`src/mtp_pkg.sv`:
```
package mtp_pkg;

  localparam int WordW = 32;
  localparam int ValW  = 31;
  localparam int IdxW  = 10;

  localparam logic [WordW-1:0] TwistMatrix = 32'h9908b0df;
  localparam logic [WordW-1:0] TemperB     = 32'h9d2c5680;
  localparam logic [WordW-1:0] TemperC     = 32'hefc60000;
  localparam logic [WordW-1:0] SeedMult    = 32'd69069;
  localparam logic [WordW-1:0] SeedReset   = 32'd1965;

  typedef enum logic {
    OP_DRAW   = 1'b0,
    OP_RESEED = 1'b1
  } op_t;

  typedef struct packed {
    op_t             op;
    logic [ValW-1:0] modulus;
  } cmd_t;

  function automatic logic [WordW-1:0] temper(input logic [WordW-1:0] x);
    logic [WordW-1:0] y;
    y = x;
    y = y ^ (y >> 11);
    y = y ^ ((y << 7) & TemperB);
    y = y ^ ((y << 15) & TemperC);
    y = y ^ (y >> 18);
    return y;
  endfunction

endpackage

```
`src/mtp_cmd_fifo.sv`:
```
module mtp_cmd_fifo (
  input  logic          clk,
  input  logic          rst,
  input  logic          in_valid,
  output logic          in_ready,
  input  mtp_pkg::cmd_t in_cmd,
  output logic          out_valid,
  input  logic          out_ready,
  output mtp_pkg::cmd_t out_cmd
);
  import mtp_pkg::*;

  cmd_t       slot [2];
  logic       wr_ptr;
  logic       rd_ptr;
  logic [1:0] count;

  assign in_ready  = (count != 2'd2);
  assign out_valid = (count != 2'd0);
  assign out_cmd   = slot[rd_ptr];

  always_ff @(posedge clk) begin
    if (in_valid && in_ready) begin
      slot[wr_ptr] <= in_cmd;
    end
    if (rst) begin
      wr_ptr <= 1'b0;
      rd_ptr <= 1'b0;
      count  <= 2'd0;
    end else begin
      if (in_valid && in_ready) wr_ptr <= ~wr_ptr;
      if (out_valid && out_ready) rd_ptr <= ~rd_ptr;
      count <= count + 2'((in_valid && in_ready) ? 1 : 0)
                     - 2'((out_valid && out_ready) ? 1 : 0);
    end
  end

endmodule

```
`config.mk`:
```
export PLATFORM = sky130hd
export DESIGN_NAME = mtp_cmd_fifo
export DESIGN_NICKNAME = d
export VERILOG_FILES = /design/src/mtp_pkg.sv /design/src/mtp_cmd_fifo.sv
export SDC_FILE = /design/constraint.sdc
export NUM_CORES = 1
export LEC_CHECK = 0
export ABC_AREA = 1
export BUFFER_PORTS_ARGS = -buffer_cell sky130_fd_sc_hd__buf_2
export CAP_MARGIN = 20
export CORE_ASPECT_RATIO = 1.75
export CORE_MARGIN = 2
export CORE_UTILIZATION = 56
export DETAILED_ROUTE_END_ITERATION = 10
export PLACE_DENSITY = 0.92
export SYNTH_ARGS = -nofsm -noshare
export SYNTH_HDL_FRONTEND = slang
export SYNTH_SLANG_ARGS = --single-unit
export TNS_END_PERCENT = 10
```
`constraint.sdc`:
```
create_clock -name clk -period 5.2 [get_ports clk]
set_clock_uncertainty 0.05 [all_clocks]
set_input_delay 0.26 -clock clk [delete_from_list [all_inputs] [get_ports clk]]
set_output_delay 0.26 -clock clk [all_outputs]
set_load 0.02 [all_outputs]
```
## After elaboration in Yosys (flattened, before gate mapping)

Memories as Yosys holds them, arrays and structs flattened. A register that Yosys moved wholly into a read port is not among the register bits.
Cells that the tools add are included.

| word-level totals | value |
|---|---|
| word-level logic and storage cells | 18 |
| latch bits | 0 |
| bits in registers | 4 |
| RAM bits | 64 |
| memories kept | 1 |
| ROM bits | 0 |
| output and inout bits | 34 |

Memory list:

| name | depth | width | rd ports | clocked after memory_dff | wr ports | RTL line | source |
|---|---|---|---|---|---|---|---|
| slot | 2 | 32 | 1 | 1 | 1 | mtp_cmd_fifo.sv:13 | `cmd_t slot [2];` |

| operators by class | value |
|---|---|
| add/subtract/negate cells | 2 |
| multiplexer cells | 6 |
| bitwise operators | 2 |
| shift-type cells | 0 |
| equal/unequal tests | 1 |
| reduce and logical (&&, ||, !) cells | 3 |
| order comparisons | 0 |
| divide/modulo/power cells | 0 |
| multiply operators | 0 |

Operator list:

| kind | count |
|---|---|
| 2-to-1 mux 1 bit | 6 |
| adder 2 x 1 -> 2 bit | 1 |
| logical AND 1 bit | 2 |
| != test 2 bit, second input constant | 1 |
| inverter 1 bit | 2 |
| nonzero test 2 bit | 1 |
| subtractor 2 x 1 -> 2 bit | 1 |

## Logic depth before layout (Yosys ltp)

Gate-level depths: netlist of run 1.

| logic depth | value |
|---|---|
| word-level depth | 5 |
| gate-level depth with buffers | 11 |
| depth with buffers taken out | 11 |

## Worst setup path after synthesis of run 1

OpenSTA, ideal clock, no wires.

| path | value |
|---|---|
| path kind | reg-to-reg |
| start | reg count[0] |
| end | mem slot[0][0] (netlist name), enable pin |
| setup time | 421 ps |
| buffers on the path | 0 |
| cell stages (with the launch flop) | 5 |
| arrival time | 2064 ps |
| setup slack | 2665 ps |
| required time | 4729 ps |
| cell sequence | dfxtp_1 inv_1 nand2_1 nand2_1 nor2_1 |

| between the ends | value |
|---|---|
| cells in the longest elaborated chain, start to end | 4 |

RTL lines:

| element | RTL line | source |
|---|---|---|
| start, declared | mtp_cmd_fifo.sv:16 | `logic [1:0] count;` |
| start signal, assigned | mtp_cmd_fifo.sv:33 | `count <= count + 2'((in_valid && in_ready) ? 1 : 0)` |
| != test 2 bit | mtp_cmd_fifo.sv:18 | `assign in_ready = (count != 2'd2);` |
| named net in_ready | mtp_cmd_fifo.sv:5 | `output logic in_ready,` |
| logical AND 1 bit | mtp_cmd_fifo.sv:23 | `if (in_valid && in_ready) begin` |
| 2-to-1 mux 1 bit | mtp_cmd_fifo.sv:23 |  |
| 2-to-1 mux 1 bit (implied by the code) | mtp_cmd_fifo.sv:24 | `slot[wr_ptr] <= in_cmd;` |
| end, declared | mtp_cmd_fifo.sv:13 |  |

The timed path passes the listed nets, and every way through them passes these cells.

==> results of run 1 <==
==> cells in the mapped netlist <==
cell type | count | area, sq um
dfxtp_1 | 5 | 100
a21oi_1 | 2 | 10.0
inv_1 | 8 | 30.0
nor2_1 | 9 | 33.8
buf_12 | 3 | 60.1
nand3_1 | 3 | 15.0
edfxtp_1 | 64 | 1920
mux2_4 | 30 | 450
mux2_2 | 2 | 22.5
ha_1 | 2 | 25.0
nand2_1 | 8 | 30.0
buf_6 | 1 | 11.3
==> cell families after synthesis <==
group | Yosys count | share of synthesized area [%]
adders and majority gates | 2 | 0.923
AOI/OAI and AO/OA | 2 | 0.369
muxes | 32 | 17.5
and+or+nand+nor | 20 | 2.91
DFF | 69 | 74.6
buffers and inverters | 12 | 3.74
==> where the power goes <==
part           leakage, nW  internal (mW)  switching (mW)
registers            0.639          0.706          0.0627
clock network       0.0825          0.182           0.171
logic                0.602          0.207           0.234
==> layer usage <==
| layer | vias up | share of wire, % |
|---|---|---|
| met1 | 647 | 37 |
| met3 | 13 | 6.5 |
| met5 | - | 0 |
| li1 | 663 | - |
| met4 | 0 | 3.5 |
| met2 | 49 | 53 |
==> final cells by class <==
class / count / area share, %
Sequential cell: 69 / 62.7
Clock buffer: 13 / 4.61
Inverter: 8 / 0.931
Timing Repair Buffer: 70 / 10.9
Tap cell: 52 / 2.02
Clock inverter: 3 / 0.388
Multi-Input combinational cell: 56 / 18.4
==> metrics by stage <==
stage	setup slack (ns)	hold WS, ns	area, sq um	std cells
2_1_floorplan	2.66	0.281	2710	137
3_3_place_gp	3.31	0.383	3070	255
3_5_place_dp	3.28	0.390	3070	255
4_1_cts	2.91	0.0277	3230	271
5_1_grt	2.87	0.0379	3230	271
6_report	2.98	0.0518	3230	271
==> registers in the layout (all words and copies together), names as in the netlist, named ones only <==
name and count:
slot 64, rd_ptr 1, wr_ptr 1, count 2
==> final timing paths <==
check / from / slack [ns] / to / cells after the start
worst min-delay path: rst / 0.05 / count[0] / 2
worst max register to register: count[0] / 3.40 / slot[0][10] / 4
worst min register to register: rd_ptr / 0.47 / register / 2
worst max-delay path: register / 2.98 / out_cmd[31] / 2
==> summary.txt, run 1 <==
Outcome
  • Status: finished, final reports clean

Global routing
  • First-pass GRT wire length: 6270 microns
  • Gr usage total: 16.6%
  • Met3 Use GR: 7.12%
  • Aggregate global routing overflow: 0
  • GR Util met1: 17.7%
  • Initial antenna violation count: 0
  • GR peak layer: met2
  • GR Layer Usage met2: 26.7%
  • Vias in the first global route: 1339
  • Largest net degree at the start of global routing: 33

Detailed routing
  • Routed wire per std cell: 15.3 microns
  • Pre-Repair DR Iteration Count: 4
  • Iter 0 DRT Violations: 18
  • DRT Wirelength: 4150 microns
  • Post-DRT Antenna Nets: 0
  • Drt via density: 5.06
  • Via count of the routed design: 1372
  • Detailed-route DRC error count: 0

Placement
  • Port bufs: 69
  • GP Congestion: 0.685
  • DP HPWL: 2860 microns

Clocking
  • H-tree depth: 3
  • PostCTS Resize Cnt: 0
  • Post-CTS setup buffer count: 0
  • Clock buffer depth: 2
  • Clock root cell: clkbuf_8
  • Sink Count: 69
  • Worst skew pair latency: 0.33 ns
  • Total CTS buffers: 9
  • CTS Hold Buffers Added: 0
  • TritonCTS clock tree: yes
  • Clock transition at path regs: 0.06 ns

Timing
  • Hold Vio Cnt, Final: 0
  • Fin crit share: 42.6%
  • Worst Tran Pin Value: 1.01 ns
  • RSZ-0062 raised after global routing: no
  • Slew HR: 33.0%
  • Setup Viol. Count Final: 0
  • Fin crit period: 2.22 ns
  • Fin Setup TNS: 0 ns
  • Slew Limit Fails: 0
  • FMAX: 451 MHz

Setup path
  • CP delay by family, top: flip-flops
  • CP max FO: 32
  • Endpoint class of the critical path: output port
  • Worst endpoint required time: 4.89 ns
  • CP Buf/Inv Count: 1
  • Slowest Stage Delay on Critical Path: 0.99 ns
  • Critical path arrival: 1.91 ns
  • Crit-path cells: mux2_2 -> buf_2
  • Slowest cell on the critical path: dfxtp_2
  • Setup Crit Path Kind: reg2out
  • Crit path launch type: register

Finish
  • Final net count: 252
  • P&R area growth vs syn: 19.1%
  • Most frequent cells in the layout: buf_2 (69), edfxtp_1 (64), mux2_4 (30)
  • Finished Core Util: 69.2%
  • Multi-input logic area: 594 sq um
  • Flip-flop and latch area: 0.00202 sq mm
  • Most common cell after layout, fill and taps aside: buf_2
  • Fillcell total: 324
  • Layout cells sized above 1: 52.5%
  • Antenna Cells: 0

Synth
  • Yosys warns: 0
  • Synth cell types: 12
  • Yosys reg bits: 69
  • Net Count, Synth: 175
  • Syn Inst Count: 137
  • Cell Area, Synth: 0.00271 sq mm
  • Synth Area per Inst: 19.8 sq um
  • Post-synthesis sequential area ratio: 74.6%

Power and ir drop
  • Leakage: 1.32 nW
  • Worst VDD drop: 440 uV
  • Total Power: 1.56 mW
  • Power Density: 484 mW/mm^2

Floorplan
  • FP Rows: 33
  • IO Pins: 70
  • Core ar.: 0.00467 sq mm
  • Die height: 96.0 microns
  • Die width: 56.6 microns
  • Initial Utilization: 58.1%
  • Die Footprint: 0.00543 sq mm

Hold path
  • Hold Crit Class: in2reg

Job
  • Max Cap Violations: 0
(Power assumes the default switching activity.)
==> inputs of run 2 (changes only) <==
- CORE_UTILIZATION: 56 -> 52
- PLACE_DENSITY: 0.92 -> 0.87
- clock period: 5.2 -> 2.3 ns (I/O delays scaled with it)
==> run 2 against run 1 <==
Net effect: die area up 7.3%; cell count rose by 14%; worst hold slack worse by 0.032 ns; register-to-register slack lost 2.7 ns; critical path type unchanged; largest power group unchanged.
==> summary.txt, run 2 (synthesis gave the netlist of run 1 again) <==
Floorplan
  • Die height: 99.5 microns (was 96.0 microns)
  • Die width: 58.6 microns (was 56.6 microns)
  • IO Pins: 70 (unchanged)
  • FP Rows: 34 (was 33)
  • Initial Utilization: 54.4% (was 58.1%)
  • Die Footprint: 0.00583 sq mm (was 0.00543 sq mm)
  • Core ar.: 0.00498 sq mm (was 0.00467 sq mm)

Clocking
  • Clock transition at path regs: 0.07 ns (was 0.06 ns)
  • Post-CTS setup buffer count: 0 (unchanged)
  • Total CTS buffers: 9 (unchanged)
  • H-tree depth: 3 (unchanged)
  • Clock buffer depth: 2 (unchanged)
  • Worst skew pair latency: 0.33 ns (about the same)
  • Sink Count: 69 (unchanged)
  • Clock root cell: clkbuf_8 (unchanged)
  • TritonCTS clock tree: yes (unchanged)

Global routing
  • First-pass GRT wire length: 6960 microns (was 6270 microns)
  • Initial antenna violation count: 0 (unchanged)
  • Gr usage total: 16.8% (was 16.6%)
  • Aggregate global routing overflow: 0 (unchanged)
  • Vias in the first global route: 1562 (was 1339)
  • Largest net degree at the start of global routing: 26 (was 33)

Timing
  • Worst Tran Pin Value: 0.407 ns (was 1.01 ns)
  • Fin crit share: 79.5%
  • Slew Limit Fails: 0 (unchanged)
  • Fin crit period: 1.83 ns
  • RSZ-0062 raised after global routing: no (unchanged)
  • Hold Slack: 0.0203 ns (was 0.0518 ns)
  • Hold Vio Cnt, Final: 0 (unchanged)
  • Fin Setup TNS: 0 ns (unchanged)
  • FMAX: 547 MHz
  • Slew HR: 72.8% (was 33.0%)
  • Setup Viol. Count Final: 0 (unchanged)

Placement
  • GP Congestion: 0.726 (was 0.685)
  • Port bufs: 69 (unchanged)
  • Placed cells: 260 (was 255)
  • DP HPWL: 2800 microns (was 2860 microns)

Hold path
  • Hold Path End: wr_ptr (was count[0])
  • Hold Path Stages: 3 (was 2)
  • Worst Hold Launch: in_valid (was rst)
  • Hold Crit Class: in2reg (unchanged)

Setup path
  • CP Buf/Inv Count: 2 (was 1)
  • CP delay by family, top: flip-flops (unchanged)
  • CP max FO: 11 (was 32)
  • Crit-path cells: buf_4 -> mux2_4 -> buf_2 (was mux2_2 -> buf_2)
  • Crit path launch type: register (unchanged)
  • Critical path arrival: 1.66 ns (was 1.91 ns)
  • Slowest cell on the critical path: dfxtp_2 (unchanged)
  • Worst endpoint required time: 2.13 ns (was 4.89 ns)
  • R2R depth: 11 (was 4)
  • Setup Crit Path Kind: reg2out (unchanged)
  • R2r setup slk: 0.66 ns (was 3.40 ns)
  • R2R Path Start: count[0] (unchanged)
  • Endpoint class of the critical path: output port (unchanged)
  • Reg-to-reg critical path endpoint: count[1] (was slot[0][10])
  • Slowest Stage Delay on Critical Path: 0.55 ns (was 0.99 ns)

Power and ir drop
  • Net switching power: 1.09 mW (was 0.468 mW)
  • Flop pwr share: 46.5% (was 49.2%)
  • Power Density: 1000 mW/mm^2 (was 484 mW/mm^2)
  • Sw frac: 30.1% (was 29.9%)
  • Worst VDD drop: 799 uV (was 440 uV)
  • Power share of the clock group: 21.3% (was 22.6%)
  • Total Power: 3.61 mW (was 1.56 mW)
  • Logic pwr share: 32.2% (was 28.2%)
  • Int Pwr: 2.52 mW (was 1.09 mW)
  • Leakage: 1.48 nW (was 1.32 nW)

Detailed routing
  • Iter 0 DRT Violations: 24 (was 18)
  • Via count of the routed design: 1517 (was 1372)
  • DRT Wirelength: 4420 microns (was 4150 microns)
  • Pre-Repair DR Iteration Count: 4 (unchanged)
  • Drt via density: 4.91 (was 5.06)
  • Routed wire per std cell: 14.3 microns (was 15.3 microns)
  • Detailed-route DRC error count: 0 (unchanged)
  • Post-DRT Antenna Nets: 0 (unchanged)

Finish
  • Layout cells sized above 1: 45.9% (was 52.5%)
  • Final net count: 288 (was 252)
  • P&R area growth vs syn: 33.2% (was 19.1%)
  • Layout Cells excl Fill: 309 (was 271)
  • Antenna Cells: 0 (unchanged)
  • Most common cell after layout, fill and taps aside: buf_2 (unchanged)
  • Largest Register: slot (unchanged)
  • Fillcell total: 294 (was 324)
  • Max reg flops: 64 (unchanged)
  • Top Registers: slot (64), count (2) (unchanged)
  • Most frequent cells in the layout: buf_2 (69), edfxtp_1 (64), dlygate4sd3_1 (33) (was buf_2 (69), edfxtp_1 (64), mux2_4 (30))

Outcome
  • Status: finished, final reports clean (unchanged)

Job
  • Max Cap Violations: 0 (unchanged)
run 2: metal layers:
metal  vias up  share of wire, %  routed length (microns)  track usage, %
met5         -                 0                        0               0
met4         0               3.7                      162            11.4
met3        15               5.1                      226            4.94
met2        53                51                     2270            26.7
met1       707                40                     1770            19.0
li1        742                 -                        -               -
run 2: final cells by class:
class                      instances  area [sq um]  share of cell area (%)
clock inverter                     3          12.5                   0.347
tap                               54          67.6                    1.87
inverter                           8          30.0                   0.832
clock buffer                      13           139                    3.85
sequential                        69          2020                    56.0
multi-input combinational         56           594                    16.5
timing repair buffer             106           743                    20.6
run 2: worst min-delay path, cell delays in order:
cell     delay, ns
buf_2         0.10
a21oi_1       0.06
nor2_1        0.09
run 2: repair_timing:
action / in CTS / in global routing
setup endpoints to repair: 0 / 0
endpoints found under the hold margin: 65 / 0
gates resized for setup: 0 / 0
hold buffers: 33 / 0
run 2: worst max path at each step:
stage / startpoint / endpoint / slack (ns) / cells after the start
3_3_place_gp: count[0] / slot[0][30] / 0.77 / 5
6_report: register / out_cmd[6] / 0.47 / 3
5_1_grt: register / out_cmd[6] / 0.39 / 3
4_1_cts: register / out_cmd[6] / 0.43 / 3
3_5_place_dp: count[0] / count[1] / 0.68 / 10
2_1_floorplan: count[0] / slot[0][0] / 0.28 / 4
run 2: power by group through the flow:
| stage | clock, mW | sequential (mW) | combinational [mW] |
|---|---|---|---|
| floorplan | 0 | 1.66 | 0.876 |
| global placement | 0 | 1.70 | 1.09 |
| detailed placement | 0 | 1.71 | 1.12 |
| CTS | 0.781 | 1.68 | 1.17 |
| global route | 0.842 | 1.70 | 1.25 |
| finish | 0.767 | 1.68 | 1.16 |
run 2: through the flow:
| stage | utilization (%) | area, sq um | setup WS [ns] |
|---|---|---|---|
| after global placement | 62.8 | 3130 | 0.772 |
| after global routing | 72.5 | 3610 | 0.393 |
| after CTS | 72.5 | 3610 | 0.432 |
| after floorplan | - | 2710 | 0.283 |
| after detailed placement | 62.8 | 3130 | 0.681 |
| final | 72.5 | 3610 | 0.471 |
